===== src/rtl/uvsmg_div.sv =====
// Pipelined restoring divider, one quotient bit per stage.
module uvsmg_div #(
    parameter int QW = 17
) (
    input  logic              clk,
    input  logic              en,
    input  logic [QW+10:0]    dividend,
    input  logic [10:0]       divisor,
    output logic [QW-1:0]     quotient
);
    logic [10:0]   rem_reg [QW];
    logic [QW-1:0] low_reg [QW];
    logic [QW-1:0] quo_reg [QW];
    logic [10:0]   dsr_reg [QW];

    for (genvar k = 0; k < QW; k++) begin : g_stage
        logic [10:0]   rem_in;
        logic [QW-1:0] low_in;
        logic [QW-1:0] quo_in;
        logic [10:0]   dsr_in;
        logic [11:0]   trial;
        logic          ge;

        if (k == 0) begin : g_first
            assign rem_in = dividend[QW+10:QW];
            assign low_in = dividend[QW-1:0];
            assign quo_in = '0;
            assign dsr_in = divisor;
        end else begin : g_next
            assign rem_in = rem_reg[k-1];
            assign low_in = low_reg[k-1];
            assign quo_in = quo_reg[k-1];
            assign dsr_in = dsr_reg[k-1];
        end

        assign trial = {rem_in, low_in[QW-1]};
        assign ge    = trial >= {1'b0, dsr_in};

        always_ff @(posedge clk)
        begin
            if (en)
            begin
                rem_reg[k] <= ge ? 11'(trial - {1'b0, dsr_in}) : trial[10:0];
                low_reg[k] <= low_in << 1;
                quo_reg[k] <= {quo_in[QW-2:0], ge};
                dsr_reg[k] <= dsr_in;
            end
        end
    end

    assign quotient = quo_reg[QW-1];
endmodule


===== config.mk =====
export PLATFORM = sky130hd
export DESIGN_NAME = uvsmg_div
export DESIGN_NICKNAME = d
export VERILOG_FILES = /design/src/rtl/uvsmg_div.sv
export SDC_FILE = /design/constraint.sdc
export NUM_CORES = 1
export LEC_CHECK = 0
export BUFFER_PORTS_ARGS = -buffer_cell sky130_fd_sc_hd__buf_4
export CELL_PAD_IN_SITES_DETAIL_PLACEMENT = 2
export CELL_PAD_IN_SITES_GLOBAL_PLACEMENT = 2
export CORE_ASPECT_RATIO = 0.7
export CORE_MARGIN = 1.5
export CORE_UTILIZATION = 29
export CTS_BUF_LIST = sky130_fd_sc_hd__clkbuf_4
export CTS_CLUSTER_DIAMETER = 80
export DETAILED_ROUTE_END_ITERATION = 8
export GPL_TIMING_DRIVEN = 0
export PLACE_DENSITY = 0.53
export SYNTH_ARGS = -nofsm -noshare
export SYNTH_HDL_FRONTEND = slang
export SYNTH_SLANG_ARGS = --single-unit

===== constraint.sdc =====
create_clock -name clk -period 4.9 [get_ports clk]
set_input_delay 0.98 -clock clk [delete_from_list [all_inputs] [get_ports clk]]
set_output_delay 0.98 -clock clk [all_outputs]
set_load 0.005 [all_outputs]

== After elaboration in Yosys (flattened, before gate mapping) ==
Memories as Yosys holds them, arrays and structs flattened.
Index checks and enable logic that the tools add are counted.

* Divide/modulo/power cells: 0
* Bitwise gates (word level): 0
* Equal/unequal tests: 0
* Reduce and logical (&&, ||, !) cells: 0
* Multiplexer cells: 19
* Multiply operators: 0
* Add/subtract/negate cells: 17
* $lt $le $gt $ge: 17
* Shift-type cells: 0

{| class="wikitable"
|+ Operators with widths
! kind !! count
|-
| 12-bit by 11-bit greater-or-equal comparator with 1-bit output || 17
|-
| 11-bit two-way mux || 17
|-
| 11-bit subtractor || 17
|-
| 1-bit two-way mux || 2
|}

* Memories kept: 4
* Memory bits (read-only): 0
* Register bits: 0
* Latch bits: 0
* Output and inout bits: 17
* RAM bits: 935
* Bits of input ports: 41
* Logic and storage cells: 57

{| class="wikitable"
|+ Memories
! name !! depth !! bits a word !! read ports !! clocked after Yosys merged registers in !! wr ports !! RTL line !! text
|-
| quo_reg || 17 || 17 || 17 || 0 || 17 || 13 || <nowiki>logic [QW-1:0] quo_reg [QW];</nowiki>
|-
| low_reg || 17 || 16 || 16 || 0 || 17 || 12 || <nowiki>logic [QW-1:0] low_reg [QW];</nowiki>
|-
| dsr_reg || 17 || 11 || 16 || 0 || 17 || 14 || <nowiki>logic [10:0] dsr_reg [QW];</nowiki>
|-
| rem_reg || 17 || 11 || 16 || 0 || 17 || 11 || <nowiki>logic [10:0] rem_reg [QW];</nowiki>
|}

== Logic depth before layout (Yosys ltp) ==
Gate-level depths: netlist (run 1).
An unclocked memory read counts as a cell.

* Depth in word-level cells: 3
* Mapped depth: 10
* Gate-level depth less buffers: 9

== Worst setup path before layout (run 1) ==
OpenSTA, ideal clock, no wires.

* Kind: input -> register
* From: in dividend[16]
* To: mem rem_reg[0][3], data pin
* Stages: 10
* Arrival time: 2.829 ns
* Setup time: 0.262 ns
* Setup slack: 1.809 ns
* Required time: 4.638 ns
* Buffers on the path: 1
* Cells stage by stage: inv_1 -> ha_1 -> fa_1 -> nand2b_1 -> a21oi_2 -> a41oi_1 -> o21bai_1 -> a41oi_2 -> buf_4 -> mux2_1

{| class="wikitable"
|+ RTL lines
! item !! RTL line !! text
|-
| start, declared || 7 || <nowiki>input logic [QW+10:0] dividend,</nowiki>
|-
| end, declared || 11 ||
|}

==> qor.yml, run 1 <==
synthesis:
  synthCells: 2124
  async_flop_share_pct: 0
  ys_top_cells_by_count: "edfxtp_1, inv_1, ha_1"
  synth_warnings: 0
  synth_area_mm2: 0.0307
  syn_avg_cell_area_um2: 14.4
  ys_types: 53
  ys_ff_latch: 641
  yosysMostFrequentCell: "edfxtp_1"
  yosys.area.top_type: "edfxtp_1"
  synth.yosys.seq_area_share_pct: 62.8
  synth_nets: 2368
  synth.top_cell.area_share_pct: 62.8
  synthTopCellsByArea: "edfxtp_1, ha_1, mux2_1"
  synthFlopType: "edfxtp_1"
  synth_edf_count: 641
timing:
  fin_crit_ns: 3.83
  setup_viol: 0
  hold_viol: 0
  slew_viol_final: 0
  whs_ns: 0.205
  grt_setup_unrepaired: "no"
  slew_headroom_pct: 47.0
  fin_crit_sh_pct: 78.2
  worst_clock_skew_ns: 0.0738
  tightestPinTransition_ns: 0.788
  max_freq_mhz: 261
pwr:
  power.clock.fraction_pct: 23.4
  p_seq_share_pct: 39.0
  vdd_ir_drop_max_mv: 0.259
  internal_power_mw: 13.5
  p_switching_mw: 7.19
  leakagePower_nw: 13.6
  p_per_area_mw_per_mm2: 584
  p_comb_share_pct: 37.6
  finalPower_mw: 20.7
  netSwitchingFraction_pct: 34.7
drt:
  drt_iter0_drc: 750
  drc: 0
  drt-wirelength-per-cell_um: 18.1
  ant_nets: 0
  first_pass_iters: 5
  routed_via_density: 4.58
  totalWireLength_mm: 70.9
  num_vias: 17949
clock_tree:
  post_cts_buffers: 0
  clkSinkCount: 641
  tritoncts: "built"
  htreeDepth: 4
  clockBufferDepth: 3
  insertion_delay_ns: 1.12
  numCtsBuffers: 174
  root_buffer: "clkbuf_4"
  cts-resized-gates: 0
  clkTransAtPathRegs_ns: 0.07
  hold_buffers: 27
worst_setup_path:
  crit_end: "rem_reg[0][114]"
  critPathKind: "reg2reg"
  crit_path_max_fanout: 10
  crit_chain: "ha_1 > fa_1 > nand2b_1 > a21oi_1 > a41o_1 > a21oi_1 > o221ai_2 > buf_4 > mux2_1"
  cp-start-kind: "flop"
  endpoint_kind: "flop"
  r2r_start: "dsr_reg[0][99]"
  rr_endpoint: "rem_reg[0][114]"
  cp.arrival_ns: 4.65
  cp.depth: 9
  reg2regPathDepth: 9
  cp.buffers_inverters: 1
  cpMostUsedCell: "a21oi_1"
  cpPeakStageDelay_ns: 0.57
  path_delay_family: "compound AO/OA/AOI/OAI gates"
  rrSetupSlack_ns: 1.07
  required_ns: 5.72
  cpMaxStageDelayCell: "a21oi_1"
  cp-startpoint: "dsr_reg[0][99]"
floorplan:
  die_x_um: 392
  core_area_mm2: 0.105
  die_y_um: 275
  design.die.area_mm2: 0.108
  initial_core_util_pct: 29.3
  pin_count: 58
  rows: 99
placement:
  place_area_mm2: 0.0330
  dp.cells: 3601
  place.port_buffers: 57
  hpwl_mm: 50.9
  place.gp.congestion: 0.775
layout:
  stdcell_area_mm2: 0.0355
  area_growth_syn_to_layout_pct: 15.7
  final-instance-count-excl-fill: 3920
  layout-drive-gt1-share_pct: 18.2
  fillers: 10864
  finalNetCount: 2634
worst_hold_path:
  min_from: "dividend[24]"
  hold_class: "in2reg"
grt:
  grt_usage_pct: 13.4
  antenna_found_initial: 2
  overflow: 0
  grt_pass1_wl_mm: 112
  grt_max_degree: 128
  grt_pass1_vias: 19464
run_status:
  status: "completed"
run:
  cap_violations: 0
-- cell type report --
| type | count | area (um^2) | share of cell area, % |
|---|---|---|---|
| clock buffer | 247 | 1850 | 5.22 |
| timing repair buffer | 90 | 871 | 2.45 |
| antenna | 6 | 15.0 | 0.0423 |
| sequential | 641 | 19200 | 54.2 |
| clock inverter | 39 | 317 | 0.892 |
| buffer | 25 | 173 | 0.486 |
| tap | 1414 | 1770 | 4.98 |
| inverter | 247 | 927 | 2.61 |
| multi-input combinational | 1211 | 10300 | 29.1 |
-- metrics by stage --
stage                TNS, ns  setup WS (ns)  utilization, %
floorplan                  0           1.81               -
global placement    -1666.06          -2.70            31.4
detailed placement         0           1.16            31.6
CTS                        0           1.08            33.9
global route               0           1.00            34.0
finish                     0           1.07            34.0
-- worst min path at each step --
stage | endpoint | slack [ns] | cells past startpoint
final | rem_reg[0][8] | 0.21 | 2
after floorplan | low_reg[0][102] | 0.40 | 0
after CTS | rem_reg[0][8] | 0.006 | 2
after detailed placement | low_reg[0][109] | 0.41 | 0
after global placement | low_reg[0][191] | 0.40 | 0
after global routing | rem_reg[0][8] | 0.04 | 2
-- layer usage --
layer  track usage [%]  share of wire [%]
met5                 0                  0
met4              5.65                2.4
met3              3.25                4.2
met2              18.0                 39
met1              20.3                 54
-- power by group through the flow --
stage	sequential [mW]	combinational, mW	clock [mW]
floorplan	7.92	5.73	0
global placement	8.25	7.47	0
detailed placement	8.21	7.79	0
CTS	8.10	7.89	5.19
global route	8.20	8.66	5.43
finish	8.07	7.78	4.86
-- cell usage in the layout, fill, tap and decap left out, types with 33 or more instances in the layout --
cell and n:
edfxtp_1 641, inv_1 247, clkbuf_4 247, ha_1 187, nor2_1 114, a21oi_1 108
mux2_1 99, xnor2_1 77, buf_4 67, o21a_1 62, mux2_2 57, o21ai_0 56
nand2b_1 47, nor2b_1 35, o21bai_1 33, mux2i_1 33
-- logic make-up (layout without fill, tap and decap cells) --
group | after synthesis | after routing | synth area share (%)
AOI/OAI and AO/OA | 432 | 432 | 10.5
xor gates and xnor gates | 108 | 108 | 3.08
adders and majority gates | 203 | 203 | 8.67
buffers and inverters | 272 | 648 | 3.59
DFF | 641 | 641 | 62.8
muxes | 190 | 190 | 6.85
other | 0 | 6 | 0
and+or+nand+nor | 278 | 278 | 4.59
(Power assumes the default switching activity.)
==> inputs of run 2 (changes only) <==
ABC_AREA = 1   (was unset)
PLACE_DENSITY = 0.6   (was 0.53)
clock period = 3.35 ns   (was 4.9 ns; I/O delays follow)
==> qor.yml, run 2 <==
run:
  cap_violations: 0
drt:
  ant_nets: 0
  num_vias: 23969
  drc: 0
  drt-wirelength-per-cell_um: 18.2
  drt_iter0_drc: 1331
  routed_via_density: 4.52
  totalWireLength_mm: 96.2
  first_pass_iters: 5
clock_tree:
  tritoncts: "built"
  numCtsBuffers: 174
  root_buffer: "clkbuf_4"
  clkSinkCount: 641
  clkTransAtPathRegs_ns: 0.07
  insertion_delay_ns: 1.12
  clockBufferDepth: 3
  htreeDepth: 4
  post_cts_buffers: 0
timing:
  fin_crit_sh_pct: 93.1
  worst_clock_skew_ns: 0.0744
  max_freq_mhz: 321
  slew_headroom_pct: 29.3
  tightestPinTransition_ns: 1.05
  finalSetupTns_ns: 0
  slew_viol_final: 0
  fin_crit_ns: 3.12
  grt_setup_unrepaired: "no"
  hold_viol: 0
  setup_viol: 0
placement:
  place.port_buffers: 57
  place.gp.congestion: 0.777
  hpwl_mm: 73.2
pwr:
  vdd_ir_drop_max_mv: 0.395
  leakagePower_nw: 17.4
  finalPower_mw: 32.7
  p_per_area_mw_per_mm2: 832
worst_setup_path:
  cp.arrival_ns: 3.89
  critPathKind: "reg2reg"
  required_ns: 4.12
  cp-start-kind: "flop"
  cpMostUsedCell: "nand3_1"
  crit_path_max_fanout: 8
  crit_chain: "ha_1 > fa_1 > inv_1 > nand3_1 > nand3_1 > nand2_2 > nand4_4 > o21ai_0"
  endpoint_kind: "flop"
  cpPeakStageDelay_ns: 0.87
  cpMaxStageDelayCell: "o21ai_0"
grt:
  busiest_layer: "met1"
  use_met3_pct: 3.58
  grt_util_met2_pct: 21.7
  use_met1_pct: 26.3
  grt_max_degree: 123
  overflow: 0
  grt_pass1_vias: 25676
  antenna_found_initial: 6
  grt_pass1_wl_mm: 151
  grt_usage_pct: 16.4
synthesis:
  synthTopCellsByArea: "edfxtp_1, nand2_1, ha_1"
  synth_warnings: 0
  syn_avg_cell_area_um2: 10.3
  synth_area_mm2: 0.0342
  ys_top_cells_by_count: "nand2_1, edfxtp_1, inv_1"
  synth_nets: 3572
  synth.yosys.seq_area_share_pct: 56.3
  async_flop_share_pct: 0
  yosysMostFrequentCell: "nand2_1"
  synth.top_cell.area_share_pct: 56.3
  synthCells: 3328
  synthFlopType: "edfxtp_1"
  ys_types: 31
  ys_ff_latch: 641
  synth_edf_count: 641
  yosys.area.top_type: "edfxtp_1"
layout:
  layout-drive-gt1-share_pct: 17.4
  area_growth_syn_to_layout_pct: 15.0
  final_cell_mix: "nand2_1, edfxtp_1, inv_1"
  fillers: 12883
  final_common_cell: "nand2_1"
  finalNetCount: 3847
  postLayoutCoreUtil_pct: 33.6
run_status:
  status: "completed"
floorplan:
  initial_core_util_pct: 29.2
  die_x_um: 413
  design.die.area_mm2: 0.120
  rows: 105
  pin_count: 58
  core_area_mm2: 0.117
  die_y_um: 290
worst_hold_path:
  hold_class: "in2reg"
[run 2: logic make-up after synthesis]
logic type,count (synthesis),synth area share [%]
AOI/OAI and AO/OA,151,2.86
buffers and inverters,638,7.70
adders and majority gates,203,7.78
and+or+nand+nor,1647,24.1
xor gates and xnor gates,48,1.23
DFF,641,56.3
[run 2: power by group]
part           internal (mW)  switching, mW  total [mW]
Clock                   3.69           3.50        7.19
Sequential              11.0           1.03        12.0
Combinational           4.75           8.75        13.5
[run 2: layout make-up]
type / instances / area [um^2] / area share (%)
inverter: 606 / 2270 / 5.79
multi-input combinational: 2049 / 12300 / 31.3
clock buffer: 237 / 1780 / 4.53
buffer: 32 / 355 / 0.904
tap: 1551 / 1940 / 4.94
antenna: 9 / 22.5 / 0.0573
clock inverter: 75 / 443 / 1.13
timing repair buffer: 99 / 943 / 2.40
sequential: 641 / 19200 / 49.0
[run 2: timing repair]
item,CTS,global route
hold buffers,37,0
resized for setup,0,1
hold endpoints to repair,87,0
setup endpoints to repair,0,1
[run 2: per-layer routing]
layer | part of all wire [%] | vias to the layer above
met2 | 39 | 340
met5 | 0 | -
met3 | 4.0 | 130
met4 | 1.5 | 0
li1 | - | 11761
met1 | 56 | 11738
[run 2: path summary, 6_finish.rpt]
| kind | startpoint | endpoint | slack (ns) | cells past startpoint |
|---|---|---|---|---|
| min reg2reg | low_reg[0][12] | low_reg[0][29] | 0.38 | 0 |
| min | dividend[17] | rem_reg[0][1] | 0.24 | 3 |
| max reg2reg | dsr_reg[0][33] | rem_reg[0][44] | 0.23 | 8 |
| max | dsr_reg[0][33] | rem_reg[0][44] | 0.23 | 8 |
[run 2: through the flow]
step           setup slack (ns)  hold WS (ns)  cell area (um^2)  std cells
2_1_floorplan              1.08         0.400             34200       3328
3_3_place_gp              -4.04         0.401             36500       4936
3_5_place_dp             0.0553         0.405             36700       4941
4_1_cts                   0.304        0.0561             39300       5290
5_1_grt                   0.156        0.0945             39300       5298
6_report                  0.231         0.244             39300       5299
[run 2: worst max-delay path, delay by kind of cell, from the launching register on]
kind | cells | cell delay, ns
adders and majority gates | 2 | 0.52
AOI/OAI and AO/OA | 1 | 0.87
buffers and inverters | 1 | 0.08
and+or+nand+nor | 4 | 0.71
DFF | 1 | 0.61
==> inputs of run 3 (changes only) <==
MAX_ROUTING_LAYER = met4   (was unset)
==> qor.yml, run 3 (synthesis results as in run 2) <==
grt:
  grt_pass1_wl_mm: 151
  grt_max_degree: 123
  antenna_found_initial: 5
  grt_pass1_vias: 25658
  grt_usage_pct: 16.9
  overflow: 0
drt:
  drt-wirelength-per-cell_um: 18.2
  num_vias: 23979
  routed.top_layer: "met4"
  met3WireLength_mm: 3.92
  drt_iter0_drc: 1376
  totalWireLength_mm: 96.3
  drc: 0
  routed-wl-met2_mm: 37.1
  ant_nets: 0
  first_pass_iters: 5
  met1_length_mm: 53.7
  routed_via_density: 4.53
timing:
  slew_headroom_pct: 27.9
  setup_viol: 0
  fin_crit_sh_pct: 93.1
  max_freq_mhz: 321
  grt_setup_unrepaired: "no"
  slew_viol_final: 0
  finalSetupTns_ns: 0
  hold_viol: 0
  worst_clock_skew_ns: 0.0766
  fin_crit_ns: 3.12
  tightestPinTransition_ns: 1.07
pwr:
  leakagePower_nw: 17.4
  p_switching_mw: 13.3
  p_comb_share_pct: 41.3
  power.clock.fraction_pct: 22.0
  internal_power_mw: 19.4
  netSwitchingFraction_pct: 40.6
  p_seq_share_pct: 36.7
  vdd_ir_drop_max_mv: 0.394
  p_per_area_mw_per_mm2: 832
clock_tree:
  tritoncts: "built"
  htreeDepth: 4
  root_buffer: "clkbuf_4"
  clkSinkCount: 641
  numCtsBuffers: 174
  clkTransAtPathRegs_ns: 0.07
  insertion_delay_ns: 1.12
  clockBufferDepth: 3
layout:
  multi_input_area_mm2: 0.0123
  area_growth_syn_to_layout_pct: 15.0
  final-instance-count-excl-fill: 5296
  fillers: 12882
  final_common_cell: "nand2_1"
  finalNetCount: 3847
  seqCellArea_mm2: 0.0192
  layout-drive-gt1-share_pct: 17.4
  final_cell_mix: "nand2_1, edfxtp_1, inv_1"
run_status:
  status: "completed"
floorplan:
  pin_count: 58
  die_x_um: 413
  design.die.area_mm2: 0.120
  core_area_mm2: 0.117
  rows: 105
  initial_core_util_pct: 29.2
  die_y_um: 290
placement:
  place.port_buffers: 57
  dp.cells: 4941
  hpwl_mm: 73.2
  place.gp.congestion: 0.788
worst_setup_path:
  r2r_start: "dsr_reg[0][33]"
  reg2regPathDepth: 8
  cp-start-kind: "flop"
  crit_path_max_fanout: 8
  rr_endpoint: "rem_reg[0][44]"
  required_ns: 4.12
  cp.arrival_ns: 3.89
  critPathKind: "reg2reg"
  rrSetupSlack_ns: 0.23
  endpoint_kind: "flop"
worst_hold_path:
  min_from: "dividend[27]"
  min_to: "rem_reg[0][9]"
  hold_class: "in2reg"
  hold_path_depth: 7
run:
  cap_violations: 0
==> run 3: changes by cell type in the layout (fill, tap and decap cells not counted) <==
cell     previous run  this run
diode_2             9         6
==> run 3: repair_timing <==
item / 4_1_cts / 5_1_grt
hold buffers: 37 / 0
endpoints found under the setup margin: 0 / 1
setup buffers: 0 / 0
resized for setup: 0 / 1
endpoints found under the hold margin: 87 / 0
==> run 3: power by group through the flow <==
stage          Sequential, mW  Clock (mW)  Combinational, mW
5_1_grt                  12.2        7.99               15.4
4_1_cts                  12.0        7.60               13.7
3_3_place_gp             12.2           0               13.2
6_report                 12.0        7.19               13.5
2_1_floorplan            11.6           0               9.71
3_5_place_dp             12.2           0               13.6
==> run 3: worst max-delay path by stage <==
stage | start | endpoint | slack, ns
floorplan | dividend[16] | rem_reg[0][2] | 1.08
global placement | en | quo_reg[8][15] | -4.04
detailed placement | en | quo_reg[8][15] | 0.06
CTS | dsr_reg[0][33] | rem_reg[0][45] | 0.30
global route | dsr_reg[0][33] | rem_reg[0][44] | 0.15
finish | dsr_reg[0][33] | rem_reg[0][44] | 0.23
==> run 3: final cells by class <==
type / count / share of cell area, %
Antenna cell: 6 / 0.0382
Sequential cell: 641 / 49.0
Clock inverter: 75 / 1.13
Timing Repair Buffer: 99 / 2.40
Tap cell: 1551 / 4.94
Clock buffer: 237 / 4.53
Inverter: 606 / 5.79
Buffer: 32 / 0.904
Multi-Input combinational cell: 2049 / 31.3
==> run 3: critical path, cell delays in order, from the launching register on <==
cell,delay [ns]
edfxtp_1,0.60
ha_1,0.29
fa_1,0.23
inv_1,0.08
nand3_1,0.07
nand3_1,0.18
nand2_2,0.24
nand4_4,0.21
o21ai_0,0.89
==> run 3: routing by layer <==
metal	GRT usage (%)	vias to the layer above
met4	4.42	0
met3	3.61	137
li1	-	11751
met1	26.2	11725
met2	21.7	366
met5	-	-
==> run 3: stage by stage <==
| step | hold WS, ns | total power [mW] | instance area (um^2) | util (%) | worst slack (ns) |
|---|---|---|---|---|---|
| after global placement | 0.401 | 25.4 | 36500 | 31.2 | -4.04 |
| after global routing | 0.102 | 35.6 | 39300 | 33.6 | 0.152 |
| after detailed placement | 0.405 | 25.8 | 36700 | 31.3 | 0.0553 |
| final | 0.249 | 32.7 | 39300 | 33.6 | 0.232 |
| after floorplan | 0.400 | 21.3 | 34200 | - | 1.08 |
| after CTS | 0.0561 | 33.4 | 39300 | 33.6 | 0.304 |
